$ cat src/hdl/rsti_pkg.sv
// Shared types and constants for the radix string-to-integer converter.
package rsti_pkg;

   localparam int MAX_CHARS = 4096;
   localparam int POS_W     = $clog2(MAX_CHARS + 1);
   localparam int OFFSET_W  = 13;
   localparam int VALUE_W   = 64;
   localparam int CHAR_W    = 8;
   localparam int RADIX_W   = 6;
   localparam int DIGIT_W   = 6;

   localparam int QUEUE_DEPTH = 4;
   localparam int QPTR_W      = $clog2(QUEUE_DEPTH);
   localparam int QCNT_W      = $clog2(QUEUE_DEPTH + 1);

   localparam logic [POS_W-1:0]   MAX_POS = POS_W'(MAX_CHARS);

   localparam logic [RADIX_W-1:0] RADIX_RESET = 6'd10;
   localparam logic [RADIX_W-1:0] RADIX_AUTO  = 6'd0;
   localparam logic [RADIX_W-1:0] BASE_MAX    = 6'd36;
   localparam logic [RADIX_W-1:0] BASE_HEX    = 6'd16;
   localparam logic [RADIX_W-1:0] BASE_DEC    = 6'd10;
   localparam logic [RADIX_W-1:0] BASE_OCT    = 6'd8;
   localparam logic [RADIX_W-1:0] BASE_BIN    = 6'd2;

   // Digit code for a character that is no digit in any base.
   localparam logic [DIGIT_W-1:0] NOT_DIGIT = 6'd63;

   localparam logic [CHAR_W-1:0] CH_MINUS   = 8'h2D;
   localparam logic [CHAR_W-1:0] CH_PLUS    = 8'h2B;
   localparam logic [CHAR_W-1:0] CH_ZERO    = 8'h30;
   localparam logic [CHAR_W-1:0] CH_NINE    = 8'h39;
   localparam logic [CHAR_W-1:0] CH_UPPER_A = 8'h41;
   localparam logic [CHAR_W-1:0] CH_UPPER_Z = 8'h5A;
   localparam logic [CHAR_W-1:0] CH_LOWER_A = 8'h61;
   localparam logic [CHAR_W-1:0] CH_LOWER_Z = 8'h7A;
   localparam logic [CHAR_W-1:0] CH_UPPER_X = 8'h58;
   localparam logic [CHAR_W-1:0] CH_LOWER_X = 8'h78;
   localparam logic [CHAR_W-1:0] CH_UPPER_B = 8'h42;
   localparam logic [CHAR_W-1:0] CH_LOWER_B = 8'h62;

   // One classified character as it travels from the front to the back.
   typedef struct packed {
      logic [DIGIT_W-1:0] digit;
      logic               is_minus;
      logic               is_plus;
      logic               is_zero;
      logic               is_x;
      logic               is_b;
      logic               last;
   } item_type;

endpackage

$ cat src/hdl/radix_string_to_integer.sv
// Top level of the radix string-to-integer converter.
// Characters of one string enter one item per cycle with req_last marking the final one;
// the sustained rate is one character per clock, set by the back stage (one multiply-by-base
// and add per cycle), while no final character waits on a full output register. A character
// passes the classify register, the four-entry queue and the parse stage; the result waits
// in an output register while new characters keep flowing. The radix register (reset 10,
// 0 for prefix detection) is written through the csr_ port, which is always ready; the user
// must write it only while no string is in flight, which the block does not enforce.
module radix_string_to_integer (
   input  logic                          clock,
   input  logic                          reset,
   input  logic                          csr_valid,
   output logic                          csr_ready,
   input  logic [rsti_pkg::RADIX_W-1:0]  csr_radix,
   input  logic                          req_valid,
   output logic                          req_ready,
   input  logic [rsti_pkg::CHAR_W-1:0]   req_text_char,
   input  logic                          req_last,
   output logic                          rsp_valid,
   input  logic                          rsp_ready,
   output logic signed [rsti_pkg::VALUE_W-1:0]  rsp_value,
   output logic [rsti_pkg::OFFSET_W-1:0] rsp_end_offset
);
   import rsti_pkg::*;

   logic     push_valid;
   logic     push_ready;
   item_type push_item;
   logic     pop_valid;
   logic     pop_ready;
   item_type pop_item;

   assign csr_ready = 1'b1;

   rsti_front u_front (
      .clock         (clock),
      .reset         (reset),
      .req_valid     (req_valid),
      .req_ready     (req_ready),
      .req_text_char (req_text_char),
      .req_last      (req_last),
      .push_valid    (push_valid),
      .push_ready    (push_ready),
      .push_item     (push_item)
   );

   rsti_queue u_queue (
      .clock      (clock),
      .reset      (reset),
      .push_valid (push_valid),
      .push_ready (push_ready),
      .push_item  (push_item),
      .pop_valid  (pop_valid),
      .pop_ready  (pop_ready),
      .pop_item   (pop_item)
   );

   rsti_back u_back (
      .clock          (clock),
      .reset          (reset),
      .csr_valid      (csr_valid),
      .csr_radix      (csr_radix),
      .pop_valid      (pop_valid),
      .pop_ready      (pop_ready),
      .pop_item       (pop_item),
      .rsp_valid      (rsp_valid),
      .rsp_ready      (rsp_ready),
      .rsp_value      (rsp_value),
      .rsp_end_offset (rsp_end_offset)
   );

endmodule

$ cat src/hdl/rsti_front.sv
// Front stage: accepts characters and classifies them into digit values and marks.
module rsti_front (
   input  logic                       clock,
   input  logic                       reset,
   input  logic                       req_valid,
   output logic                       req_ready,
   input  logic [rsti_pkg::CHAR_W-1:0] req_text_char,
   input  logic                       req_last,
   output logic                       push_valid,
   input  logic                       push_ready,
   output rsti_pkg::item_type         push_item
);
   import rsti_pkg::*;

   logic     valid_ff;
   item_type item_ff;
   item_type item_in;
   logic [CHAR_W-1:0] diff;

   always_comb begin
      diff = '0;
      item_in.digit = NOT_DIGIT;
      if (req_text_char >= CH_ZERO && req_text_char <= CH_NINE) begin
         diff = req_text_char - CH_ZERO;
         item_in.digit = diff[DIGIT_W-1:0];
      end else if (req_text_char >= CH_UPPER_A && req_text_char <= CH_UPPER_Z) begin
         diff = req_text_char - CH_UPPER_A + CHAR_W'(BASE_DEC);
         item_in.digit = diff[DIGIT_W-1:0];
      end else if (req_text_char >= CH_LOWER_A && req_text_char <= CH_LOWER_Z) begin
         diff = req_text_char - CH_LOWER_A + CHAR_W'(BASE_DEC);
         item_in.digit = diff[DIGIT_W-1:0];
      end
      item_in.is_minus = (req_text_char == CH_MINUS);
      item_in.is_plus  = (req_text_char == CH_PLUS);
      item_in.is_zero  = (req_text_char == CH_ZERO);
      item_in.is_x     = (req_text_char == CH_UPPER_X) || (req_text_char == CH_LOWER_X);
      item_in.is_b     = (req_text_char == CH_UPPER_B) || (req_text_char == CH_LOWER_B);
      item_in.last     = req_last;
   end

   assign push_valid = valid_ff;
   assign push_item  = item_ff;
   assign req_ready  = !valid_ff || push_ready;

   always_ff @(posedge clock) begin
      if (reset) begin
         valid_ff <= 1'b0;
      end else if (req_ready) begin
         valid_ff <= req_valid;
      end
      if (req_valid && req_ready) begin
         item_ff <= item_in;
      end
   end

endmodule

$ cat src/hdl/rsti_queue.sv
// Short queue of classified characters between the front and the back.
module rsti_queue (
   input  logic               clock,
   input  logic               reset,
   input  logic               push_valid,
   output logic               push_ready,
   input  rsti_pkg::item_type push_item,
   output logic               pop_valid,
   input  logic               pop_ready,
   output rsti_pkg::item_type pop_item
);
   import rsti_pkg::*;

   item_type            entry_ff [QUEUE_DEPTH];
   logic [QPTR_W-1:0]   wr_ptr_ff;
   logic [QPTR_W-1:0]   rd_ptr_ff;
   logic [QCNT_W-1:0]   count_ff;
   logic                do_push;
   logic                do_pop;

   assign push_ready = (count_ff != QCNT_W'(QUEUE_DEPTH));
   assign pop_valid  = (count_ff != '0);
   assign pop_item   = entry_ff[rd_ptr_ff];
   assign do_push    = push_valid && push_ready;
   assign do_pop     = pop_valid && pop_ready;

   always_ff @(posedge clock) begin
      if (reset) begin
         wr_ptr_ff <= '0;
         rd_ptr_ff <= '0;
         count_ff  <= '0;
      end else begin
         if (do_push) begin
            wr_ptr_ff <= wr_ptr_ff + 1'b1;
         end
         if (do_pop) begin
            rd_ptr_ff <= rd_ptr_ff + 1'b1;
         end
         if (do_push && !do_pop) begin
            count_ff <= count_ff + 1'b1;
         end else if (do_pop && !do_push) begin
            count_ff <= count_ff - 1'b1;
         end
      end
      if (do_push) begin
         entry_ff[wr_ptr_ff] <= push_item;
      end
   end

endmodule

$ cat src/hdl/rsti_back.sv
// Back stage: sign, prefix and digit parsing, radix register and result register.
module rsti_back (
   input  logic                          clock,
   input  logic                          reset,
   input  logic                          csr_valid,
   input  logic [rsti_pkg::RADIX_W-1:0]  csr_radix,
   input  logic                          pop_valid,
   output logic                          pop_ready,
   input  rsti_pkg::item_type            pop_item,
   output logic                          rsp_valid,
   input  logic                          rsp_ready,
   output logic signed [rsti_pkg::VALUE_W-1:0]  rsp_value,
   output logic [rsti_pkg::OFFSET_W-1:0] rsp_end_offset
);
   import rsti_pkg::*;

   typedef enum logic [1:0] {
      PH_SIGN,
      PH_AUTO,
      PH_FIXED,
      PH_DIGITS
   } phase_type;

   logic [RADIX_W-1:0] radix_ff;
   phase_type          phase_ff,   phase_in;
   logic               negate_ff,  negate_in;
   logic [VALUE_W-1:0] acc_ff,     acc_in;
   logic [RADIX_W-1:0] base_ff,    base_in;
   logic [POS_W-1:0]   pos_ff,     pos_in;
   logic [POS_W-1:0]   stop_ff,    stop_in;
   logic               stopped_ff, stopped_in;

   logic               rsp_valid_ff;
   logic               rsp_neg_ff;
   logic [VALUE_W-1:0] rsp_acc_ff;
   logic [POS_W-1:0]   rsp_off_ff;

   logic               out_free;
   logic               take;
   logic               take_digit;
   logic [RADIX_W-1:0] take_base;
   logic [RADIX_W-1:0] radix_clip;

   assign out_free   = !rsp_valid_ff || rsp_ready;
   assign pop_ready  = !pop_item.last || out_free;
   assign take       = pop_valid && pop_ready;
   assign radix_clip = (radix_ff > BASE_MAX) ? BASE_MAX : radix_ff;

   always_comb begin
      phase_in   = phase_ff;
      negate_in  = negate_ff;
      base_in    = base_ff;
      stop_in    = stop_ff;
      stopped_in = stopped_ff;
      pos_in     = (pos_ff < MAX_POS) ? pos_ff + 1'b1 : MAX_POS;
      take_digit = 1'b0;
      take_base  = base_ff;
      if (!stopped_ff) begin
         unique case (phase_ff)
            PH_SIGN: begin
               if (pop_item.is_minus) begin
                  negate_in = !negate_ff;
                  stop_in   = pos_in;
               end else if (pop_item.is_plus) begin
                  stop_in = pos_in;
               end else if (radix_ff == RADIX_AUTO) begin
                  if (pop_item.is_zero) begin
                     stop_in  = pos_in;
                     base_in  = BASE_OCT;
                     phase_in = PH_AUTO;
                  end else begin
                     base_in    = BASE_DEC;
                     phase_in   = PH_DIGITS;
                     take_digit = 1'b1;
                     take_base  = BASE_DEC;
                  end
               end else begin
                  base_in    = radix_clip;
                  take_digit = 1'b1;
                  take_base  = radix_clip;
                  // A possible 0x or 0b prefix waits for the next character.
                  if ((radix_clip == BASE_HEX || radix_clip == BASE_BIN)
                      && pop_item.is_zero && !pop_item.last) begin
                     phase_in = PH_FIXED;
                  end else begin
                     phase_in = PH_DIGITS;
                  end
               end
            end
            PH_AUTO: begin
               phase_in = PH_DIGITS;
               if (pop_item.is_x) begin
                  base_in = BASE_HEX;
                  stop_in = pos_in;
               end else if (pop_item.is_b) begin
                  base_in = BASE_BIN;
                  stop_in = pos_in;
               end else begin
                  base_in    = BASE_OCT;
                  take_digit = 1'b1;
                  take_base  = BASE_OCT;
               end
            end
            PH_FIXED: begin
               phase_in = PH_DIGITS;
               if ((base_ff == BASE_HEX && pop_item.is_x)
                   || (base_ff == BASE_BIN && pop_item.is_b)) begin
                  stop_in = pos_in;
               end else begin
                  take_digit = 1'b1;
               end
            end
            PH_DIGITS: begin
               take_digit = 1'b1;
            end
            default: begin
               phase_in = PH_SIGN;
            end
         endcase
      end
      acc_in = acc_ff;
      if (take_digit) begin
         if (pop_item.digit >= take_base) begin
            stopped_in = 1'b1;
         end else begin
            acc_in  = acc_ff * VALUE_W'(take_base) + VALUE_W'(pop_item.digit);
            stop_in = pos_in;
         end
      end
   end

   always_ff @(posedge clock) begin
      if (reset) begin
         radix_ff     <= RADIX_RESET;
         phase_ff     <= PH_SIGN;
         negate_ff    <= 1'b0;
         acc_ff       <= '0;
         base_ff      <= '0;
         pos_ff       <= '0;
         stop_ff      <= '0;
         stopped_ff   <= 1'b0;
         rsp_valid_ff <= 1'b0;
      end else begin
         if (csr_valid) begin
            radix_ff <= csr_radix;
         end
         if (take && pop_item.last) begin
            rsp_valid_ff <= 1'b1;
         end else if (rsp_ready) begin
            rsp_valid_ff <= 1'b0;
         end
         if (take) begin
            if (pop_item.last) begin
               // The string ends: hand over the result and start the next one clean.
               rsp_neg_ff   <= negate_in;
               rsp_acc_ff   <= acc_in;
               rsp_off_ff   <= stop_in;
               phase_ff     <= PH_SIGN;
               negate_ff    <= 1'b0;
               acc_ff       <= '0;
               base_ff      <= '0;
               pos_ff       <= '0;
               stop_ff      <= '0;
               stopped_ff   <= 1'b0;
            end else begin
               phase_ff   <= phase_in;
               negate_ff  <= negate_in;
               acc_ff     <= acc_in;
               base_ff    <= base_in;
               pos_ff     <= pos_in;
               stop_ff    <= stop_in;
               stopped_ff <= stopped_in;
            end
         end
      end
   end

   assign rsp_valid      = rsp_valid_ff;
   assign rsp_value      = $signed(rsp_neg_ff ? ('0 - rsp_acc_ff) : rsp_acc_ff);
   assign rsp_end_offset = OFFSET_W'(rsp_off_ff);

endmodule

$ cat config.mk
export PLATFORM = sky130hd
export DESIGN_NAME = radix_string_to_integer
export DESIGN_NICKNAME = d
export VERILOG_FILES = /design/src/hdl/rsti_pkg.sv /design/src/hdl/radix_string_to_integer.sv /design/src/hdl/rsti_front.sv /design/src/hdl/rsti_queue.sv /design/src/hdl/rsti_back.sv
export SDC_FILE = /design/constraint.sdc
export NUM_CORES = 1
export LEC_CHECK = 0
export CAP_MARGIN = 25
export CORE_AREA = 2 2 209 211
export CTS_CLUSTER_DIAMETER = 120
export DETAILED_ROUTE_END_ITERATION = 6
export DIE_AREA = 0 0 211 213
export DONT_BUFFER_PORTS = 1
export PLACE_DENSITY = 0.72
export SKIP_CTS_REPAIR_TIMING = 1
export SLEW_MARGIN = 20
export SYNTH_ARGS = -nofsm -noshare
export SYNTH_HDL_FRONTEND = slang
export SYNTH_SLANG_ARGS = --single-unit
export TNS_END_PERCENT = 100
$ cat constraint.sdc
create_clock -name clock -period 8.2 [get_ports clock]
set_clock_uncertainty 0.1 [all_clocks]
set_input_delay 0.82 -clock clock [delete_from_list [all_inputs] [get_ports clock]]
set_output_delay 0.82 -clock clock [all_outputs]
set_load 0.05 [all_outputs]
# ---- Word level (Yosys, flattened, before mapping)
# Memory sizes are Yosys's and may differ from the RTL's. A register that Yosys moved wholly into a read port is not among the register bits.
# Cells that the tools add are included.
dict set report op_classes {
  n_addsub 12
  mul 1
  order_cmp 9
  n_eq_ne 18
  mux 71
  bitwise_logic 1
  n_reduce_logical 40
}
# cell n
set ops {}
lappend ops {{two-way mux 64 bit} 4}
lappend ops {{two-way mux 13 bit} 13}
lappend ops {{two-way mux 6 bit} 17}
lappend ops {{adder 64 x 6 -> 64 bit} 1}
lappend ops {{multiplier 64 x 6 -> 64 bit} 1}
lappend ops {{subtractor 1 x 64 -> 64 bit, first input constant} 1}
lappend ops {{one-hot mux 13 bit (3 select lines)} 1}
lappend ops {{== test 8 x 7 -> 1 bit, second input constant} 4}
lappend ops {{== test 8 x 6 -> 1 bit, second input constant} 3}
lappend ops {{one-hot mux 6 bit (2 select lines)} 2}
lappend ops {{two-way mux 1 bit} 20}
lappend ops {{two-way mux 2 bit} 9}
lappend ops {{>= comparator 8 x 7 -> 1 bit, second input constant} 2}
lappend ops {{less-or-equal comparator 8 x 7 -> 1 bit, second input constant} 2}
lappend ops {{adder 13 x 1 -> 13 bit, second input constant} 1}
lappend ops {{logical AND 1 bit} 13}
lappend ops {{< comparator 13 bit, second input constant} 1}
lappend ops {{adder 6 x 4 -> 6 bit, second input constant} 2}
lappend ops {{== test 6 x 2 -> 1 bit, second input constant} 2}
lappend ops {{== test 6 x 5 -> 1 bit, second input constant} 2}
lappend ops {{subtractor 6 bit, second input constant} 2}
lappend ops {{AND reduction 5 bit} 2}
lappend ops {{nonzero test 3 bit} 3}
lappend ops {{>= comparator 8 x 6 -> 1 bit, second input constant} 1}
lappend ops {{24 further kinds} 43}
dict set report word_totals {
  reg_bits 205
  ram_bits 48
  input_bits 20
  out_inout_bits 80
  n_memories 1
}
# name words word_bits rd rd_clocked_by_memory_dff wr line
set mem_list {}
lappend mem_list {u_queue.entry_ff 4 12 1 1 1 rsti_queue.sv:14} ;# item_type entry_ff [QUEUE_DEPTH];

# ---- Longest topological paths before layout
# Gate-level depths: netlist of the first run.
dict set report depth {
  ltp_word 13
  depth_mapped 29
  mapped_depth_nobuf 27
}

# ---- Cells and area by module
# Synthesis of the first run repeated with hierarchy kept, for this count alone.
dict set report hier_totals {
  cells_unflattened 2465
  hier_area_um2 24096.9
}
# mod n_inst cells_each area_each_um2 seq_area_each_um2
set modules_own_cells {}
lappend modules_own_cells {rsti_back 1 2263 20927.6 4484.3}
lappend modules_own_cells {rsti_queue 1 110 2220.9 1621.6}
lappend modules_own_cells {rsti_front 1 90 937.1 380.4}
lappend modules_own_cells {radix_string_to_integer 1 2 11.3 0.0}

# ---- Worst setup path before layout of the first run
# OpenSTA, ideal clock, no wires.
dict set report synth_timing {
  path_type {reg-to-reg}
  start {reg with a tool-made name}
  end {reg u_back.rsp_acc_ff[61] (data pin)}
  setup_ns 0.260
  arrival_ns 7.012
  path_slack_ns 0.828
  stages_incl_launch_ff 29
  path_buffers 3
  cell_sequence {dfxtp_1 > buf_6 > buf_6 > mux4_2 > or3_4 > nor2_4 > o211ai_4 > a22o_4 > clkbuf_1 > and2_1 > fa_1 > inv_1 > fa_1 > inv_1 > fa_1 > inv_1 > fa_1 > inv_1 > ha_1 > o211ai_1 > a21oi_1 > o21ai_0 > a2111oi_2 > o2111ai_1 > a21oi_1 > o22ai_1 > o21ai_0 > xor2_1 > mux2_2}
}
# item line
set synth_rtl {}
lappend synth_rtl {{end signal: assignment} rsti_back.sv:156} ;# rsp_acc_ff <= acc_in;
lappend synth_rtl {{end: declaration} rsti_back.sv:35} ;# logic [VALUE_W-1:0] rsp_acc_ff;

==> results of run 1 <==
-- flip-flops by register name, summed over array words and instances (netlist names), 12 cells and up, named ones only --
register               count
u_back.stop_ff            13
u_queue.entry_ff          48
u_front.push_item         12
u_back.rsp_acc_ff         64
u_back.pos_ff             13
u_back.rsp_end_offset     13
u_back.acc_ff             64
-- area by class of cell --
class,count,area share
Timing Repair Buffer,55,0.0166
Clock inverter,14,0.00460
Inverter,96,0.0139
Clock buffer,37,0.0292
Multi-Input combinational cell,2001,0.658
Sequential cell,255,0.251
Tap cell,546,0.0264
-- through the flow --
stage / hold slack [ns] / TNS [ns]
6_report: 0.224 / 0
2_1_floorplan: 0.343 / 0
3_3_place_gp: 0.358 / -0.0392
5_1_grt: 0.198 / -0.0283
4_1_cts: 0.199 / -0.642
3_5_place_dp: 0.365 / -0.606
-- how the worst min path moves through the flow --
stage	start	endpoint	slack, ns	depth (start not counted)
global placement	u_back.acc_ff[63]$_SDFFE_PP0P_	u_back.acc_ff[63]$_SDFFE_PP0P_	0.36	2
finish	reset	u_front.push_valid$_SDFFE_PP0N_	0.22	1
global route	reset	u_back.acc_ff[46]$_SDFFE_PP0P_	0.20	1
CTS	reset	u_front.push_valid$_SDFFE_PP0N_	0.20	1
detailed placement	u_back.acc_ff[63]$_SDFFE_PP0P_	u_back.acc_ff[63]$_SDFFE_PP0P_	0.36	2
floorplan	u_back.acc_ff[63]$_SDFFE_PP0P_	u_back.acc_ff[63]$_SDFFE_PP0P_	0.34	2
-- cells in the final DEF (no fill, tap or decap), types with 7 or more instances in the layout --
master and count:
a211oi_1 8, a21o_1 54, a21oi_1 108, a22o_1 28, a22oi_1 53, and2_1 288, and3_1 17, buf_4 53
clkbuf_1 7, clkbuf_16 28, dfxtp_1 117, edfxtp_1 138, fa_1 241, ha_1 156, inv_1 95, mux2_2 10
mux2i_1 12, mux4_2 13, nand2_1 221, nand2b_1 23, nand3_1 31, nand4_1 9, nor2_1 161, nor2b_1 66
nor3_1 30, nor4_1 13, o21a_1 11, o21ai_0 103, o21ai_1 12, o21bai_1 14, o31ai_1 27, o41ai_1 8
or2_2 7, or3_1 23, or4_1 10, xnor2_1 96, xnor2_2 9, xor2_1 33
-- layer usage --
layer	global-route usage	vias up
met4	0.0806	0
met3	0.0500	116
li1	-	8491
met5	0	-
met2	0.449	682
met1	0.399	9215
-- kinds of logic after synthesis --
group | count (synthesis)
buffers and inverters | 220
AND/OR/NAND/NOR | 925
XOR/XNOR | 140
adder cells (fa/ha/maj) | 397
AO/OA/AOI/OAI | 502
flip-flops | 255
other | 1
multiplexers | 35
-- power by group --
part / switching, W / total, W / internal, W
combinational: 0.00178 / 0.00235 / 0.000574
clock: 0.000539 / 0.00122 / 0.000681
sequential: 0.000182 / 0.00169 / 0.00151
==> results.toml, run 1 <==
[worst_setup_path]
ff2ff_path_depth = 23
worst-setup-path-type = "reg2reg"
crit_required_ns = 8.43
path_depth = 23
worstPathMaxFanout = 18
cpMaxStageDelayCell = "mux4_2"
worst_setup_path_start_kind = "flip-flop"
r2r_end = "u_back.rsp_acc_ff[57]$_DFFE_PP_"
cpMostUsedCell = "fa_1"
critical-path-top-delay-family = "compound AO/OA/AOI/OAI gates"
cpPeakStageDelay_ns = 0.58
cp_num_buf_inv = 1
path_cells = "mux4_2, or3_4, nor2_4, o211ai_4, nand2_1, o21ai_4, buf_12, and2_1, fa_1, fa_1, fa_1, ha_1, ha_1, a21o_1, a21o_1, a41oi_1, a2111oi_4, o2111ai_1, a21oi_2, a221oi_2, o21ai_1, xor2_1, mux2_2"
worstPathArrival_ns = 8.21
r2r_slack_ns = 0.21
critical_path.endpoint_type = "flip-flop"
endpoint = "u_back.rsp_acc_ff[57]$_DFFE_PP_"

[cts]
cts_tree = "done"
clockRootBuffer = "clkbuf_16"
worstSkewPairLatency_ns = 0.58
cts_buffers = 28
cts_buffer_depth = 3
cts_sinks = 255
htree_num_levels = 1
clk_pin_slew_ns = 0.06

[power_and_ir_drop]
finalPower_w = 0.00526
ir_drop_mv = 0.208
p_leak_nw = 11.6
power_density_nw_per_um2 = 203

[global_routing]
grt_max_degree = 95
grtUsageTotal = 0.283
grt_overflow = 0
grt_antenna_before_repair = 0
grt_pass1_vias = 18700
grt_pass1_wl_mm = 101

[synth]
synth_most_common_cell = "and2_1"
synth_area_um2 = 24100
muxShareOfSynthArea = 0.0218
yosys-top-cells-area = "fa_1 (20%), edfxtp_1 (17%), dfxtp_1 (9.7%)"
synth-adder-area-share = 0.281
syn_area_per_cell_um2 = 9.76
synth_seq_cells = 255
synth_compound_area_frac = 0.140
synth_nets = 2892
synth_top_cell_by_area = "fa_1"
synthCells = 2475
yosysWarnings = 0
synth_edf_count = 138
synth_top_family_by_area = "adder cells"
synth-xor-area-share = 0.0519
yosysTopAreaCellShare = 0.200
synth_commonest_cells = "and2_1 (288), fa_1 (241), nand2_1 (221)"
synth-main-ff-cell = "edfxtp_1"
synthSimpleGateAreaFrac = 0.201
postSynth.asyncResetShare = 0
ys_seq_area_frac = 0.269
yosysUniqueCellTypes = 83

[final_layout]
fin_area_um2 = 25800
stdcell_count = 3004
drive_gt1_frac = 0.0708
utilization = 0.605
fill_cells = 3559
antenna_cells = 0
nets = 2854
register_area_um2 = 6490
syn2layout_area_growth_pct = 6.99
multi_input_area_um2 = 17000

[placed_design]
dpl.cell_count = 2948
io_buffers = 0
globalplace.congestion = 0.960
place_ws_ns = -0.265
placed_cell_area_um2 = 24900
dpl.hpwl_mm = 45.5

[drt]
drt_iter0_markers = 1426
highest_layer = "met4"
drc_errors = 0
vias_per_cell = 6.16
drt-met1-wl_mm = 27.3
first_pass_iters = 6
met3_length_mm = 4.87
routed_wl_mm = 62.5
wl_per_cell_um = 20.8
ant_nets = 0
wl_met2_mm = 28.4
dr_total_vias = 18500

[timing]
fmax_mhz = 125
relSlewSlack = 0.248
slew_violations = 0
layout_setup_ws_ns = 0.212
tightest_slew_ns = 1.12
min_period_ns = 7.99
hold_viol = 0
setup-violations-final = 0
min_period_over_period = 0.974

[outcome]
status = "finished, final reports clean"

[floorplanning]
fp.dieW_um = 211
start_util = 0.566
pin_count = 100
coreArea_um2 = 42700
die_area_um2 = 44900
fp-row-count = 76
die_h_um = 213

[hold_path]
hp-class = "in2reg"

[flow_run]
drv_cap = 0
Power figures use the tool's default switching activity.
==> run 2, diff against run 1 <==
==> constraint.sdc (replaced) <==
create_clock -name clock -period 7.7 [get_ports clock]
set_clock_uncertainty 0.1 [all_clocks]
set_input_delay 0.77 -clock clock [delete_from_list [all_inputs] [get_ports clock]]
set_output_delay 0.77 -clock clock [all_outputs]
set_load 0.05 [all_outputs]
==> run 2 against run 1 <==
- register-to-register slack improved by 0.02 ns
- via count barely moved
- sequential power rose by 7%
- total power rose by 9.1%
- critical path depth fell by 1
- first-iteration DRC count rose by 4.0%
- global-route usage rose by 0.30 points
- critical path type unchanged
- largest cell class unchanged
- largest power group unchanged
==> results.toml, run 2 (synthesis gave the netlist of run 1 again) <==
[floorplanning]
die_h_um = 213
pin_count = 100
fp.dieW_um = 211
start_util = 0.566
coreArea_um2 = 42700
fp-row-count = 76
die_area_um2 = 44900

[drt]
dr_total_vias = 18500
first_pass_iters = 7
wl_per_cell_um = 20.8
ant_nets = 0
drc_errors = 0
routed_wl_mm = 62.9
drt_iter0_markers = 1483
vias_per_cell = 6.11

[cts]
clockRootBuffer = "clkbuf_16"
clk_pin_slew_ns = 0.06
cts_buffer_depth = 3
worstSkewPairLatency_ns = 0.59
cts_tree = "done"
cts_sinks = 255
htree_num_levels = 1
cts_buffers = 28

[final_layout]
syn2layout_area_growth_pct = 8.48
layout_commonest_cell = "and2_1"
drive_gt1_frac = 0.0882
fill_cells = 3494
utilization = 0.614
stdcell_count = 3030
top_regs = "u_back.acc_ff: 64 flops, u_back.rsp_acc_ff: 64 flops, u_queue.entry_ff: 48 flops"
antenna_cells = 0
layout_common_cells = "and2_1 (288), fa_1 (241), nand2_1 (220)"
nets = 2879

[global_routing]
grt_pass1_vias = 18900
grt_max_degree = 95
grt_pass1_wl_mm = 102
grtUsageTotal = 0.286
grt_overflow = 0
grt_antenna_before_repair = 0

[timing]
fmax_mhz = 134
setup-violations-final = 0
min_period_over_period = 0.970
slew_violations = 0
layout_setup_ws_ns = 0.234
rsz0062_at_grt = "no"
relSlewSlack = 0.246
tightest_slew_ns = 1.12
min_period_ns = 7.47
hold_viol = 0
tns_ns = 0

[power_and_ir_drop]
finalPower_w = 0.00574
power_density_nw_per_um2 = 219
p_leak_nw = 11.7
ir_drop_mv = 0.232

[worst_setup_path]
worst-setup-path-type = "reg2reg"
critical_path.endpoint_type = "flip-flop"
crit_required_ns = 8.10
worstPathMaxFanout = 33
worst_setup_path_start_kind = "flip-flop"
worstPathArrival_ns = 7.87

[placed_design]
globalplace.congestion = 0.949
dpl.cell_count = 2972
place_ws_ns = -0.196
io_buffers = 0
dpl.hpwl_mm = 46.5

[flow_run]
drv_cap = 0

[hold_path]
hp-class = "in2reg"

[outcome]
status = "finished, final reports clean"
==> run 2: changes by cell type in the layout (fill, tap and decap cells not counted), moves of 3 or more <==
cell,delta
buf_4,+23
clkbuf_1,-5
clkinv_1,-3
clkinvlp_4,+3
o21ai_2,+3
==> run 2: final cells by class <==
class                      count  area [um2]  share of cell area
multi-input combinational   2001       17100               0.651
sequential                   255        6490               0.248
clock buffer                  33         749              0.0286
tap                          546         683              0.0261
timing repair buffer          80         636              0.0243
inverter                      96         360              0.0138
clock inverter                19         216             0.00826
==> run 2: metal layers <==
metal,global-route usage,share of wire,vias to the layer above
li1,-,-,8541
met1,0.406,0.44,9212
met2,0.461,0.46,664
met3,0.0434,0.073,90
met4,0.0714,0.022,0
met5,0,0,-
==> run 2: through the flow <==
| stage | hold WS [ns] | instance area (um2) |
|---|---|---|
| 3_3_place_gp | 0.361 | 24800 |
| 6_report | 0.162 | 26200 |
| 3_5_place_dp | 0.366 | 25100 |
| 2_1_floorplan | 0.343 | 24100 |
| 4_1_cts | 0.145 | 26100 |
| 5_1_grt | 0.149 | 26200 |
==> run 2: report_power, final <==
part,switching (W),leakage [nW],internal (W)
combinational,0.00190,9.05,0.000628
clock,0.000606,0.461,0.000807
sequential,0.000194,2.22,0.00160
==> run 2: path summary, 6_finish.rpt <==
check | start | to | slack (ns) | cells past startpoint
setup / recovery | flip-flop | u_back.acc_ff[46]$_SDFFE_PP0P_ | 0.23 | 22
hold / removal | reset | u_queue.count_ff[2]$_SDFFE_PP0P_ | 0.16 | 1
setup reg to reg | flip-flop | u_back.acc_ff[46]$_SDFFE_PP0P_ | 0.23 | 22
hold reg to reg | u_back.acc_ff[63]$_SDFFE_PP0P_ | u_back.acc_ff[63]$_SDFFE_PP0P_ | 0.38 | 2
==> run 2: critical path, cell delays in order, from the launching register on <==
cell and delay (ns):
dfxtp_2 0.37, mux4_2 0.55, or3_4 0.42, nor2_4 0.16, o211ai_4 0.14, a22o_4 0.29, buf_4 0.23, and2_1 0.23
fa_1 0.55, fa_1 0.44, fa_1 0.50, ha_1 0.31, ha_1 0.42, nand2_1 0.14, o21ai_0 0.23, or2_2 0.17
a31oi_1 0.13, or4_1 0.60, o211a_1 0.28, nor3_1 0.29, nor3_1 0.13, or4_1 0.52, a21oi_1 0.16
